==> src/hdl/pidsr_pkg.sv <==
// Shared types and constants of the PID stepper speed ramp block.
package pidsr_pkg;

   // Field widths
   localparam int OP_W       = 2;
   localparam int ERR_W      = 16;
   localparam int SPEED_W    = 20;
   localparam int GAIN_W     = 16;
   localparam int RATE_W     = 14;
   localparam int STEP_HZ_W  = 10;

   // Configuration port
   localparam int CSR_IDX_W  = 3;
   localparam int CSR_DATA_W = 20;
   localparam logic [CSR_IDX_W-1:0] CSR_GAIN_P     = 3'd0;
   localparam logic [CSR_IDX_W-1:0] CSR_GAIN_I     = 3'd1;
   localparam logic [CSR_IDX_W-1:0] CSR_GAIN_D     = 3'd2;
   localparam logic [CSR_IDX_W-1:0] CSR_OUTPUT_MAX = 3'd3;
   localparam logic [CSR_IDX_W-1:0] CSR_OUTPUT_MIN = 3'd4;

   // Operation codes; bit 1 set selects direct speed
   localparam logic [OP_W-1:0] OP_PID        = 2'd0;
   localparam logic [OP_W-1:0] OP_PID_FF     = 2'd1;
   localparam logic [OP_W-1:0] OP_DIRECT     = 2'd2;
   localparam int              OP_DIRECT_BIT = 1;

   // Integral limit, +-10000 units in Q15.8
   localparam logic signed [23:0] INT_LIMIT = 24'sd2560000;

   // Speed limits and ramp steps in 1/16 Hz
   localparam logic [RATE_W-1:0] RATE_MIN_Q4    = 14'd256;
   localparam logic [RATE_W-1:0] RATE_MAX_Q4    = 14'd9600;
   localparam logic [RATE_W-1:0] RAMP_NORMAL_Q4 = 14'd1280;
   localparam logic [RATE_W-1:0] RAMP_FF_Q4     = 14'd640;
   localparam logic [RATE_W-1:0] STOP_BELOW_Q4  = 14'd16;

   // Command queue between controller and driver stage
   localparam int QUEUE_DEPTH = 2;
   localparam int QUEUE_PTR_W = 1;

   // Speed command handed from the controller to the driver stage
   typedef struct packed {
      logic signed [SPEED_W-1:0] target;
      logic                      slow_ramp;
   } pidsr_cmd_type;

endpackage

==> src/hdl/pidsr_if.sv <==
// Request and response channel interfaces of the PID stepper speed ramp block.
interface pidsr_req_if import pidsr_pkg::*; ();
   logic                      valid;
   logic                      ready;
   logic [OP_W-1:0]           op;
   logic signed [ERR_W-1:0]   track_error;
   logic signed [SPEED_W-1:0] feedforward;
   logic signed [SPEED_W-1:0] direct_speed;

   modport source (output valid, op, track_error, feedforward, direct_speed, input ready);
   modport sink   (input valid, op, track_error, feedforward, direct_speed, output ready);
endinterface

interface pidsr_rsp_if import pidsr_pkg::*; ();
   logic                 valid;
   logic                 ready;
   logic [STEP_HZ_W-1:0] step_rate_hz;
   logic                 driver_enable;
   logic                 direction;
   logic                 dir_changed;

   modport source (output valid, step_rate_hz, driver_enable, direction, dir_changed,
                   input ready);
   modport sink   (input valid, step_rate_hz, driver_enable, direction, dir_changed,
                   output ready);
endinterface

==> src/hdl/pid_stepper_speed_ramp_core.sv <==
// PID stepper speed ramp: a PID transaction steps the shared MAC through MAC0, MAC1, MAC2,
// then CLAMP and OUT, and no new request is taken before OUT; one direct speed transaction
// per cycle while the queue has room, going straight to OUT. The driver stage takes one
// command per cycle while no response waits on the receiver. A 2-entry command queue
// decouples the controller from the driver stage. Reset is synchronous, active high: gains,
// clamps, integral, previous error, ramp rate and direction clear to zero; no clearing pass.
module pid_stepper_speed_ramp_core import pidsr_pkg::*; (
   input  logic                  clock,
   input  logic                  reset,
   pidsr_req_if.sink             req_ch,
   pidsr_rsp_if.source           rsp_ch,
   input  logic                  csr_wr_en,
   input  logic [CSR_IDX_W-1:0]  csr_index,
   input  logic [CSR_DATA_W-1:0] csr_wr_data
);

   pidsr_cmd_type front_cmd;
   logic          front_valid;
   logic          front_ready;
   pidsr_cmd_type back_cmd;
   logic          back_valid;
   logic          back_ready;

   // Controller front end
   pidsr_front u_front (
      .clock       (clock),
      .reset       (reset),
      .req_ch      (req_ch),
      .csr_wr_en   (csr_wr_en),
      .csr_index   (csr_index),
      .csr_wr_data (csr_wr_data),
      .cmd         (front_cmd),
      .cmd_valid   (front_valid),
      .cmd_ready   (front_ready)
   );

   // Command queue
   pidsr_queue u_queue (
      .clock     (clock),
      .reset     (reset),
      .in_cmd    (front_cmd),
      .in_valid  (front_valid),
      .in_ready  (front_ready),
      .out_cmd   (back_cmd),
      .out_valid (back_valid),
      .out_ready (back_ready)
   );

   // Driver stage
   pidsr_drive u_drive (
      .clock     (clock),
      .reset     (reset),
      .cmd       (back_cmd),
      .cmd_valid (back_valid),
      .cmd_ready (back_ready),
      .rsp_ch    (rsp_ch)
   );

endmodule

==> src/hdl/pidsr_front.sv <==
// Front end: accepts requests, holds the gains, runs the PID step, issues speed commands.
module pidsr_front import pidsr_pkg::*; (
   input  logic                  clock,
   input  logic                  reset,
   pidsr_req_if.sink             req_ch,
   input  logic                  csr_wr_en,
   input  logic [CSR_IDX_W-1:0]  csr_index,
   input  logic [CSR_DATA_W-1:0] csr_wr_data,
   output pidsr_cmd_type         cmd,
   output logic                  cmd_valid,
   input  logic                  cmd_ready
);

   localparam logic [2:0] ST_IDLE  = 3'd0;
   localparam logic [2:0] ST_MAC0  = 3'd1;
   localparam logic [2:0] ST_MAC1  = 3'd2;
   localparam logic [2:0] ST_MAC2  = 3'd3;
   localparam logic [2:0] ST_CLAMP = 3'd4;
   localparam logic [2:0] ST_OUT   = 3'd5;

   // Clamp against output_max first, then output_min
   function automatic logic signed [SPEED_W-1:0] clamp_out(
      input logic signed [28:0]        v,
      input logic signed [SPEED_W-1:0] hi,
      input logic signed [SPEED_W-1:0] lo
   );
      logic signed [28:0] r;
      logic signed [28:0] hi_x;
      logic signed [28:0] lo_x;
      hi_x = hi;
      lo_x = lo;
      r = v;
      if (r > hi_x) r = hi_x;
      if (r < lo_x) r = lo_x;
      return r[SPEED_W-1:0];
   endfunction

   logic [2:0]                state_ff, state_in;
   logic signed [GAIN_W-1:0]  gain_p_ff, gain_p_in;
   logic signed [GAIN_W-1:0]  gain_i_ff, gain_i_in;
   logic signed [GAIN_W-1:0]  gain_d_ff, gain_d_in;
   logic signed [SPEED_W-1:0] out_max_ff, out_max_in;
   logic signed [SPEED_W-1:0] out_min_ff, out_min_in;
   logic signed [22:0]        integral_ff, integral_in;
   logic signed [ERR_W-1:0]   prev_err_ff, prev_err_in;
   logic signed [ERR_W-1:0]   err_ff, err_in;
   logic signed [ERR_W:0]     diff_ff, diff_in;
   logic signed [40:0]        acc_ff, acc_in;
   logic signed [SPEED_W-1:0] pid_ff, pid_in;
   logic signed [SPEED_W-1:0] ff_val_ff, ff_val_in;
   logic                      is_ff_ff, is_ff_in;

   logic                      push;
   logic                      req_take;
   logic signed [23:0]        int_sum;
   logic signed [23:0]        int_old_x;
   logic signed [23:0]        err_new_x;
   logic signed [ERR_W:0]     err_new_d;
   logic signed [ERR_W:0]     prev_d;
   logic signed [GAIN_W-1:0]  mul_gain;
   logic signed [22:0]        mul_oper;
   logic signed [22:0]        err_x23;
   logic signed [22:0]        diff_x23;
   logic signed [38:0]        product;
   logic signed [40:0]        product_x;
   logic signed [28:0]        ff_sum;
   logic signed [28:0]        pid_x;
   logic signed [28:0]        ffv_x;

   // Handshakes
   assign push         = (state_ff == ST_OUT) && cmd_ready;
   assign cmd_valid    = (state_ff == ST_OUT);
   assign req_ch.ready = (state_ff == ST_IDLE) || push;
   assign req_take     = req_ch.valid && req_ch.ready;

   // Integral update and error difference for a new request
   always_comb begin
      int_old_x = integral_ff;
      err_new_x = req_ch.track_error;
      int_sum   = int_old_x + err_new_x;
      err_new_d = req_ch.track_error;
      prev_d    = prev_err_ff;
   end

   // Shared multiplier, one partial product per MAC cycle
   always_comb begin
      err_x23  = err_ff;
      diff_x23 = diff_ff;
      case (state_ff)
         ST_MAC1: begin
            mul_gain = gain_i_ff;
            mul_oper = integral_ff;
         end
         ST_MAC2: begin
            mul_gain = gain_d_ff;
            mul_oper = diff_x23;
         end
         default: begin
            mul_gain = gain_p_ff;
            mul_oper = err_x23;
         end
      endcase
      product   = mul_gain * mul_oper;
      product_x = product;
   end

   // Feedforward sum and outgoing command
   always_comb begin
      pid_x      = pid_ff;
      ffv_x      = ff_val_ff;
      ff_sum     = pid_x + ffv_x;
      cmd.target = is_ff_ff ? clamp_out(ff_sum, out_max_ff, out_min_ff) : pid_ff;
      cmd.slow_ramp = is_ff_ff;
   end

   // Next state of the sequencer and datapath registers
   always_comb begin
      state_in    = state_ff;
      integral_in = integral_ff;
      prev_err_in = prev_err_ff;
      err_in      = err_ff;
      diff_in     = diff_ff;
      acc_in      = acc_ff;
      pid_in      = pid_ff;
      ff_val_in   = ff_val_ff;
      is_ff_in    = is_ff_ff;

      case (state_ff)
         ST_IDLE: begin
            state_in = ST_IDLE;
         end
         ST_MAC0: begin
            acc_in   = product_x;
            state_in = ST_MAC1;
         end
         ST_MAC1: begin
            acc_in   = acc_ff + product_x;
            state_in = ST_MAC2;
         end
         ST_MAC2: begin
            acc_in   = acc_ff + product_x;
            state_in = ST_CLAMP;
         end
         ST_CLAMP: begin
            // floor division by 4096 is an arithmetic shift
            pid_in   = clamp_out(acc_ff[40:12], out_max_ff, out_min_ff);
            state_in = ST_OUT;
         end
         ST_OUT: begin
            if (push) state_in = ST_IDLE;
         end
         default: begin
            state_in = ST_IDLE;
         end
      endcase

      if (req_take) begin
         if (req_ch.op[OP_DIRECT_BIT]) begin
            pid_in   = req_ch.direct_speed;
            is_ff_in = 1'b0;
            state_in = ST_OUT;
         end else begin
            if (int_sum > INT_LIMIT) begin
               integral_in = INT_LIMIT[22:0];
            end else if (int_sum < -INT_LIMIT) begin
               integral_in = 23'(-INT_LIMIT);
            end else begin
               integral_in = int_sum[22:0];
            end
            diff_in     = err_new_d - prev_d;
            prev_err_in = req_ch.track_error;
            err_in      = req_ch.track_error;
            ff_val_in   = req_ch.feedforward;
            is_ff_in    = (req_ch.op == OP_PID_FF);
            state_in    = ST_MAC0;
         end
      end
   end

   // Configuration writes
   always_comb begin
      gain_p_in  = gain_p_ff;
      gain_i_in  = gain_i_ff;
      gain_d_in  = gain_d_ff;
      out_max_in = out_max_ff;
      out_min_in = out_min_ff;
      if (csr_wr_en) begin
         case (csr_index)
            CSR_GAIN_P:     gain_p_in  = csr_wr_data[GAIN_W-1:0];
            CSR_GAIN_I:     gain_i_in  = csr_wr_data[GAIN_W-1:0];
            CSR_GAIN_D:     gain_d_in  = csr_wr_data[GAIN_W-1:0];
            CSR_OUTPUT_MAX: out_max_in = csr_wr_data[SPEED_W-1:0];
            CSR_OUTPUT_MIN: out_min_in = csr_wr_data[SPEED_W-1:0];
            default: begin
            end
         endcase
      end
   end

   // Control and state registers
   always_ff @(posedge clock) begin
      if (reset) begin
         state_ff    <= ST_IDLE;
         gain_p_ff   <= '0;
         gain_i_ff   <= '0;
         gain_d_ff   <= '0;
         out_max_ff  <= '0;
         out_min_ff  <= '0;
         integral_ff <= '0;
         prev_err_ff <= '0;
      end else begin
         state_ff    <= state_in;
         gain_p_ff   <= gain_p_in;
         gain_i_ff   <= gain_i_in;
         gain_d_ff   <= gain_d_in;
         out_max_ff  <= out_max_in;
         out_min_ff  <= out_min_in;
         integral_ff <= integral_in;
         prev_err_ff <= prev_err_in;
      end
   end

   // Datapath registers
   always_ff @(posedge clock) begin
      err_ff    <= err_in;
      diff_ff   <= diff_in;
      acc_ff    <= acc_in;
      pid_ff    <= pid_in;
      ff_val_ff <= ff_val_in;
      is_ff_ff  <= is_ff_in;
   end

endmodule

==> src/hdl/pidsr_queue.sv <==
// Short command queue between the controller front end and the driver stage.
module pidsr_queue import pidsr_pkg::*; (
   input  logic          clock,
   input  logic          reset,
   input  pidsr_cmd_type in_cmd,
   input  logic          in_valid,
   output logic          in_ready,
   output pidsr_cmd_type out_cmd,
   output logic          out_valid,
   input  logic          out_ready
);

   pidsr_cmd_type            entries_ff [QUEUE_DEPTH];
   logic [QUEUE_PTR_W-1:0]   wr_ptr_ff, wr_ptr_in;
   logic [QUEUE_PTR_W-1:0]   rd_ptr_ff, rd_ptr_in;
   logic [QUEUE_PTR_W:0]     count_ff, count_in;
   logic                     push;
   logic                     pop;

   assign in_ready  = (count_ff != (QUEUE_PTR_W+1)'(QUEUE_DEPTH));
   assign out_valid = (count_ff != '0);
   assign out_cmd   = entries_ff[rd_ptr_ff];
   assign push      = in_valid && in_ready;
   assign pop       = out_valid && out_ready;

   // Pointer and fill count update
   always_comb begin
      wr_ptr_in = push ? wr_ptr_ff + 1'b1 : wr_ptr_ff;
      rd_ptr_in = pop  ? rd_ptr_ff + 1'b1 : rd_ptr_ff;
      count_in  = count_ff;
      if (push && !pop) count_in = count_ff + 1'b1;
      if (pop && !push) count_in = count_ff - 1'b1;
   end

   always_ff @(posedge clock) begin
      if (reset) begin
         wr_ptr_ff <= '0;
         rd_ptr_ff <= '0;
         count_ff  <= '0;
      end else begin
         wr_ptr_ff <= wr_ptr_in;
         rd_ptr_ff <= rd_ptr_in;
         count_ff  <= count_in;
      end
   end

   // Entry storage
   always_ff @(posedge clock) begin
      if (push) entries_ff[wr_ptr_ff] <= in_cmd;
   end

endmodule

==> src/hdl/pidsr_drive.sv <==
// Driver stage: stop detect, speed clamp, direction change and slew ramp, response register.
module pidsr_drive import pidsr_pkg::*; (
   input  logic          clock,
   input  logic          reset,
   input  pidsr_cmd_type cmd,
   input  logic          cmd_valid,
   output logic          cmd_ready,
   pidsr_rsp_if.source   rsp_ch
);

   logic [RATE_W-1:0]    rate_ff, rate_in;
   logic                 dir_ff, dir_in;
   logic                 rsp_valid_ff, rsp_valid_in;
   logic [STEP_HZ_W-1:0] step_ff, step_in;
   logic                 enable_ff, enable_in;
   logic                 out_dir_ff, out_dir_in;
   logic                 changed_ff, changed_in;

   logic                 pop;
   logic                 neg;
   logic [SPEED_W-1:0]   t_u;
   logic [SPEED_W-1:0]   mag;
   logic                 stop;
   logic [RATE_W-1:0]    mag_c;
   logic                 flip;
   logic [RATE_W-1:0]    base;
   logic [RATE_W:0]      ramp;
   logic [RATE_W:0]      up;
   logic [RATE_W:0]      mag_up;
   logic [RATE_W:0]      nxt;
   logic [RATE_W-1:0]    cur;

   assign cmd_ready     = !rsp_valid_ff || rsp_ch.ready;
   assign pop           = cmd_valid && cmd_ready;
   assign rsp_ch.valid         = rsp_valid_ff;
   assign rsp_ch.step_rate_hz  = step_ff;
   assign rsp_ch.driver_enable = enable_ff;
   assign rsp_ch.direction     = out_dir_ff;
   assign rsp_ch.dir_changed   = changed_ff;

   // Magnitude, stop test and speed clamp
   always_comb begin
      t_u  = cmd.target;
      neg  = cmd.target[SPEED_W-1];
      mag  = neg ? (~t_u + 1'b1) : t_u;
      stop = (mag < SPEED_W'(STOP_BELOW_Q4));
      if (mag < SPEED_W'(RATE_MIN_Q4)) begin
         mag_c = RATE_MIN_Q4;
      end else if (mag > SPEED_W'(RATE_MAX_Q4)) begin
         mag_c = RATE_MAX_Q4;
      end else begin
         mag_c = mag[RATE_W-1:0];
      end
   end

   // Slew ramp from the running rate, restarted at zero on a direction flip
   always_comb begin
      flip   = (neg != dir_ff);
      base   = flip ? '0 : rate_ff;
      ramp   = cmd.slow_ramp ? (RATE_W+1)'(RAMP_FF_Q4) : (RATE_W+1)'(RAMP_NORMAL_Q4);
      up     = {1'b0, base} + ramp;
      mag_up = {1'b0, mag_c} + ramp;
      if ({1'b0, mag_c} > up) begin
         nxt = up;
      end else if (mag_up < {1'b0, base}) begin
         nxt = {1'b0, base} - ramp;
      end else begin
         nxt = {1'b0, mag_c};
      end
      if (nxt < (RATE_W+1)'(RATE_MIN_Q4)) begin
         cur = RATE_MIN_Q4;
      end else if (nxt > (RATE_W+1)'(RATE_MAX_Q4)) begin
         cur = RATE_MAX_Q4;
      end else begin
         cur = nxt[RATE_W-1:0];
      end
   end

   // Next values of ramp state and response register
   always_comb begin
      rate_in      = rate_ff;
      dir_in       = dir_ff;
      step_in      = step_ff;
      enable_in    = enable_ff;
      out_dir_in   = out_dir_ff;
      changed_in   = changed_ff;
      rsp_valid_in = rsp_ch.ready ? 1'b0 : rsp_valid_ff;
      if (pop) begin
         rsp_valid_in = 1'b1;
         if (stop) begin
            rate_in    = '0;
            step_in    = '0;
            enable_in  = 1'b0;
            out_dir_in = dir_ff;
            changed_in = 1'b0;
         end else begin
            rate_in    = cur;
            dir_in     = neg;
            step_in    = cur[RATE_W-1:4];
            enable_in  = 1'b1;
            out_dir_in = neg;
            changed_in = flip;
         end
      end
   end

   always_ff @(posedge clock) begin
      if (reset) begin
         rate_ff      <= '0;
         dir_ff       <= 1'b0;
         rsp_valid_ff <= 1'b0;
      end else begin
         rate_ff      <= rate_in;
         dir_ff       <= dir_in;
         rsp_valid_ff <= rsp_valid_in;
      end
   end

   // Response payload
   always_ff @(posedge clock) begin
      step_ff    <= step_in;
      enable_ff  <= enable_in;
      out_dir_ff <= out_dir_in;
      changed_ff <= changed_in;
   end

endmodule

==> src/flat_wrapper.sv <==
// flat-port wrapper written by rule: the top's interface ports become plain ports
module pid_stepper_speed_ramp_core_flat import pidsr_pkg::*;
  (clock, reset, csr_wr_en, csr_index, csr_wr_data, req_ch_valid, req_ch_op, req_ch_track_error, req_ch_feedforward, req_ch_direct_speed, req_ch_ready, rsp_ch_valid, rsp_ch_step_rate_hz, rsp_ch_driver_enable, rsp_ch_direction, rsp_ch_dir_changed, rsp_ch_ready);
  pidsr_req_if req_ch_i ();
  pidsr_rsp_if rsp_ch_i ();
  input  logic clock;
  input  logic reset;
  input  logic csr_wr_en;
  input  logic [CSR_IDX_W-1:0] csr_index;
  input  logic [CSR_DATA_W-1:0] csr_wr_data;
  input wire logic [$bits(req_ch_i.valid)-1:0] req_ch_valid;
  input wire logic [$bits(req_ch_i.op)-1:0] req_ch_op;
  input wire logic [$bits(req_ch_i.track_error)-1:0] req_ch_track_error;
  input wire logic [$bits(req_ch_i.feedforward)-1:0] req_ch_feedforward;
  input wire logic [$bits(req_ch_i.direct_speed)-1:0] req_ch_direct_speed;
  output wire logic [$bits(req_ch_i.ready)-1:0] req_ch_ready;
  output wire logic [$bits(rsp_ch_i.valid)-1:0] rsp_ch_valid;
  output wire logic [$bits(rsp_ch_i.step_rate_hz)-1:0] rsp_ch_step_rate_hz;
  output wire logic [$bits(rsp_ch_i.driver_enable)-1:0] rsp_ch_driver_enable;
  output wire logic [$bits(rsp_ch_i.direction)-1:0] rsp_ch_direction;
  output wire logic [$bits(rsp_ch_i.dir_changed)-1:0] rsp_ch_dir_changed;
  input wire logic [$bits(rsp_ch_i.ready)-1:0] rsp_ch_ready;
  assign req_ch_i.valid = req_ch_valid;
  assign req_ch_i.op = req_ch_op;
  assign req_ch_i.track_error = req_ch_track_error;
  assign req_ch_i.feedforward = req_ch_feedforward;
  assign req_ch_i.direct_speed = req_ch_direct_speed;
  assign req_ch_ready = req_ch_i.ready;
  assign rsp_ch_valid = rsp_ch_i.valid;
  assign rsp_ch_step_rate_hz = rsp_ch_i.step_rate_hz;
  assign rsp_ch_driver_enable = rsp_ch_i.driver_enable;
  assign rsp_ch_direction = rsp_ch_i.direction;
  assign rsp_ch_dir_changed = rsp_ch_i.dir_changed;
  assign rsp_ch_i.ready = rsp_ch_ready;
  pid_stepper_speed_ramp_core u_core (.clock(clock), .reset(reset), .req_ch(req_ch_i), .rsp_ch(rsp_ch_i), .csr_wr_en(csr_wr_en), .csr_index(csr_index), .csr_wr_data(csr_wr_data));
endmodule
==> config.mk <==
export PLATFORM = sky130hd
export DESIGN_NAME = pid_stepper_speed_ramp_core_flat
export DESIGN_NICKNAME = d
export VERILOG_FILES = /design/src/hdl/pidsr_pkg.sv /design/src/hdl/pidsr_if.sv /design/src/hdl/pid_stepper_speed_ramp_core.sv /design/src/hdl/pidsr_front.sv /design/src/hdl/pidsr_queue.sv /design/src/hdl/pidsr_drive.sv /design/src/flat_wrapper.sv
export SDC_FILE = /design/constraint.sdc
export NUM_CORES = 2
export LEC_CHECK = 0
export BUFFER_PORTS_ARGS = -buffer_cell sky130_fd_sc_hd__buf_2
export CAP_MARGIN = 20
export CORE_AREA = 2 2 240 420
export CTS_BUF_LIST = sky130_fd_sc_hd__clkbuf_16
export CTS_CLUSTER_SIZE = 16
export DETAILED_ROUTE_END_ITERATION = 10
export DIE_AREA = 0 0 242 422
export PLACE_DENSITY_LB_ADDON = 0.25
export SLEW_MARGIN = 20
export SYNTH_ARGS = -nofsm -noshare
export SYNTH_HDL_FRONTEND = slang
export SYNTH_SLANG_ARGS = --single-unit
==> constraint.sdc <==
create_clock -name clock -period 18.3 [get_ports clock]
set_input_delay 3.66 -clock clock [delete_from_list [all_inputs] [get_ports clock]]
set_output_delay 3.66 -clock clock [all_outputs]
set_load 0.03 [all_outputs]
==> impl_metrics.py <==
metrics = {
    "routing": {
        "dr.pass1.iters": 7,
        "wirelength_mm": 115,
        "remaining_drc_errors": 0,
        "vias_per_cell": 5.29,
        "vias": 29543,
        "drt_first_iter_violations": 1483,
        "wl_per_cell_um": 20.6,
        "ant_nets": 0,
    },
    "final_layout": {
        "mostFrequentLayoutCell": "nand2_1",
        "area_growth_pct": 9.39,
        "finalNetCount": 5012,
        "final_cell_mix": "nand2_1 (628), inv_1 (575), fa_1 (367), ha_1 (330), a21oi_1 (302)",
        "nFillCells": 10103,
        "multi_input_area_um2": 25700,
        "drive_gt1_share_pct": 8.29,
        "regArea_um2": 7930,
    },
    "floorplanning": {
        "fp.dieW_um": 242,
        "ioPinCount": 101,
        "start_util_pct": 36.7,
        "fp.dieH_um": 422,
        "core-area_um2": 98800,
        "rows": 153,
        "die_area_um2": 102000,
    },
    "yosys": {
        "synth_ff_type": "dfxtp_1",
        "synth_nets": 4966,
        "synth_cells": 4183,
        "yosys_warnings": 0,
        "async_flop_share_pct": 0,
        "ys_ff_latch": 321,
        "synth.distinct_cells": 97,
        "syn_area_per_cell_um2": 8.66,
        "synth-seq-area-share_pct": 21.9,
        "syn_area_um2": 36200,
        "synth_edf_count": 150,
    },
    "global_route": {
        "grtUsageTotal_pct": 22.3,
        "first_global_vias": 30920,
        "grt_max_degree": 81,
        "antenna_found_initial": 11,
        "grt_first_pass_wirelength_mm": 176,
        "gr-total-overflow": 0,
    },
    "min_path": {
        "hp-class": "register to register",
        "hold_depth": 2,
    },
    "clock_network": {
        "clk_path_buf_depth": 3,
        "cts_max_level": 2,
        "holdBufCountCts": 0,
        "numCtsBuffers": 37,
        "clkTransAtPathRegs_ns": 0.06,
        "post_cts_resized": 0,
        "clock-sinks": 321,
        "root_buffer": "clkbuf_16",
        "cts_setup_buffers": 0,
        "clk_latency_ns": 0.59,
        "tritoncts": "yes",
    },
    "critical_path": {
        "cpMostUsedCell": "fa_1",
        "r2r_cells": 35,
        "cp.arrival_ns": 12.67,
        "regToRegStartpoint": "u_core.u_front.state_ff[2]$_SDFFE_PP0P_",
        "cpMaxStageDelayCell": "a2111oi_2",
        "cp-startpoint": "u_core.u_front.state_ff[2]$_SDFFE_PP0P_",
        "path_class": "register to register",
        "reg2reg_to": "u_core.u_front.acc_ff[40]$_DFFE_PP_",
        "end_kind": "register",
        "crit_end": "u_core.u_front.acc_ff[40]$_DFFE_PP_",
        "reg2reg_slack_ns": 5.95,
        "cp_max_fo": 80,
        "cp-start-kind": "register",
        "critical-path-max-stage-delay_ns": 0.86,
        "crit_required_ns": 18.62,
    },
    "place": {
        "io_buffers": 100,
        "dp_hpwl_mm": 94.2,
        "place.gp.congestion": 0.979,
    },
    "timing": {
        "hold_violations": 0,
        "fin_worst_skew_ns": 0.0413,
        "finalCritPeriodShare_pct": 67.5,
        "tightest_slew_ns": 1.09,
        "drv_slew": 0,
        "finalSetupTns_ns": 0,
        "fmax_mhz": 80.9,
        "fin_crit_ns": 12.35,
        "rsz0062_at_grt": "no",
        "setup_violations": 0,
        "slew_headroom_pct": 26.5,
    },
    "outcome": {
        "status": "finished clean",
    },
    "flow_run": {
        "cap_violations": 0,
    },
}
[critical path: cells and delay by family, from the launching register on]
| kind | cells | cell delay (ns) |
|---|---|---|
| and+or+nand+nor | 6 | 1.13 |
| DFF | 1 | 0.50 |
| buffers and inverters | 6 | 1.12 |
| AOI/OAI and AO/OA | 13 | 5.17 |
| xor gates and xnor gates | 2 | 0.31 |
| adders and majority gates | 8 | 3.82 |
[metrics by stage]
| step | util [%] | hold WS [ns] | worst slack [ns] | instance area (um^2) | std cells |
|---|---|---|---|---|---|
| finish | 40.1 | 0.453 | 5.95 | 39600 | 5580 |
| global route | 40.1 | 0.469 | 5.36 | 39600 | 5576 |
| CTS | 40.1 | 0.455 | 5.97 | 39600 | 5575 |
| detailed placement | 38.8 | 0.446 | 6.03 | 38300 | 5507 |
| global placement | 38.8 | 0.439 | 6.27 | 38300 | 5507 |
| floorplan | - | 0.426 | 8.18 | 36200 | 4183 |
[metal layers]
layer	track usage, %	share of wire (%)
met3	2.85	3.7
met4	16.0	8.4
met2	43.2	54
met1	21.5	34
met5	0	0.053
[synthesized netlist by cell type, types with 11 or more instances]
cell | n | area (um^2)
a211o_1 | 14 | 123
a211oi_1 | 24 | 180
a21boi_0 | 11 | 82.6
a21o_1 | 87 | 653
a21oi_1 | 307 | 1540
a221oi_1 | 11 | 96.3
a31oi_1 | 18 | 113
and2_1 | 37 | 231
and3_1 | 30 | 188
buf_1 | 17 | 63.8
clkbuf_1 | 122 | 458
dfxtp_1 | 171 | 3420
edfxtp_1 | 150 | 4500
fa_1 | 367 | 7350
ha_1 | 330 | 4130
inv_1 | 574 | 2150
mux2_2 | 77 | 867
mux2i_1 | 77 | 771
nand2_1 | 629 | 2360
nand2b_1 | 25 | 156
nand3_1 | 48 | 240
nand4_1 | 44 | 275
nor2_1 | 292 | 1100
nor2b_1 | 42 | 263
nor3_1 | 33 | 165
o211ai_1 | 20 | 150
o21a_1 | 50 | 375
o21ai_0 | 165 | 826
o21ai_1 | 29 | 145
o21bai_1 | 26 | 195
o31ai_1 | 12 | 90.1
or2_2 | 13 | 81.3
or3_1 | 19 | 119
xnor2_1 | 103 | 902
xor2_1 | 41 | 359
[cell type report]
type                            count  area share, %
Multi-Input combinational cell   3141           64.7
Sequential cell                   321           20.0
Inverter                          575           5.45
Tap cell                         1317           4.16
Clock buffer                       39           2.46
Timing Repair Buffer              153           2.27
Clock inverter                     29          0.912
Antenna cell                        5         0.0316
[flip-flops by register name, indices dropped and copies added, names as in the netlist, 2 cells and up, named ones only]
signal / flops
u_core.u_drive.rsp_ch.step_rate_hz: 10
u_core.u_drive.rate_ff: 14
u_core.u_front.prev_err_ff: 16
u_core.u_front.state_ff: 3
u_core.u_front.integral_ff: 23
u_core.u_front.ff_val_ff: 20
u_core.u_front.gain_d_ff: 16
u_core.u_front.diff_ff: 17
u_core.u_front.pid_ff: 20
u_core.u_front.acc_ff: 41
u_core.u_front.gain_i_ff: 16
u_core.u_front.out_max_ff: 20
u_core.u_queue.entries_ff: 42
u_core.u_front.err_ff: 16
u_core.u_queue.count_ff: 2
u_core.u_front.gain_p_ff: 16
u_core.u_front.out_min_ff: 20
[worst min path at each step]
stage	slack (ns)	to	from
after floorplan	0.43	u_core.u_drive.rate_ff[9]$_SDFFE_PP0P_	u_core.u_drive.rate_ff[9]$_SDFFE_PP0P_
after global placement	0.44	u_core.u_drive.rate_ff[9]$_SDFFE_PP0P_	u_core.u_drive.rate_ff[9]$_SDFFE_PP0P_
after detailed placement	0.45	u_core.u_front.gain_i_ff[11]$_SDFFE_PP0P_	u_core.u_front.gain_i_ff[11]$_SDFFE_PP0P_
after CTS	0.46	u_core.u_front.gain_i_ff[2]$_SDFFE_PP0P_	u_core.u_front.gain_i_ff[2]$_SDFFE_PP0P_
after global routing	0.47	u_core.u_front.gain_p_ff[9]$_SDFFE_PP0P_	u_core.u_front.gain_p_ff[9]$_SDFFE_PP0P_
final	0.45	u_core.u_front.gain_d_ff[8]$_SDFFE_PP0P_	u_core.u_front.gain_d_ff[8]$_SDFFE_PP0P_
[kinds of logic (layout without fill, tap and decap cells)]
kind of cell	count (synthesis)	in the layout	synth area share [%]
buffers and inverters	721	796	7.54
AOI/OAI and AO/OA	879	879	15.3
muxes	154	154	4.52
DFF	321	321	21.9
adders and majority gates	697	697	31.7
and+or+nand+nor	1266	1266	15.6
other	0	5	0
xor gates and xnor gates	145	145	3.52
Power is left out: the tool's default activity adds up to more than one toggle a clock period on the data nets, which glitch-free logic cannot reach.
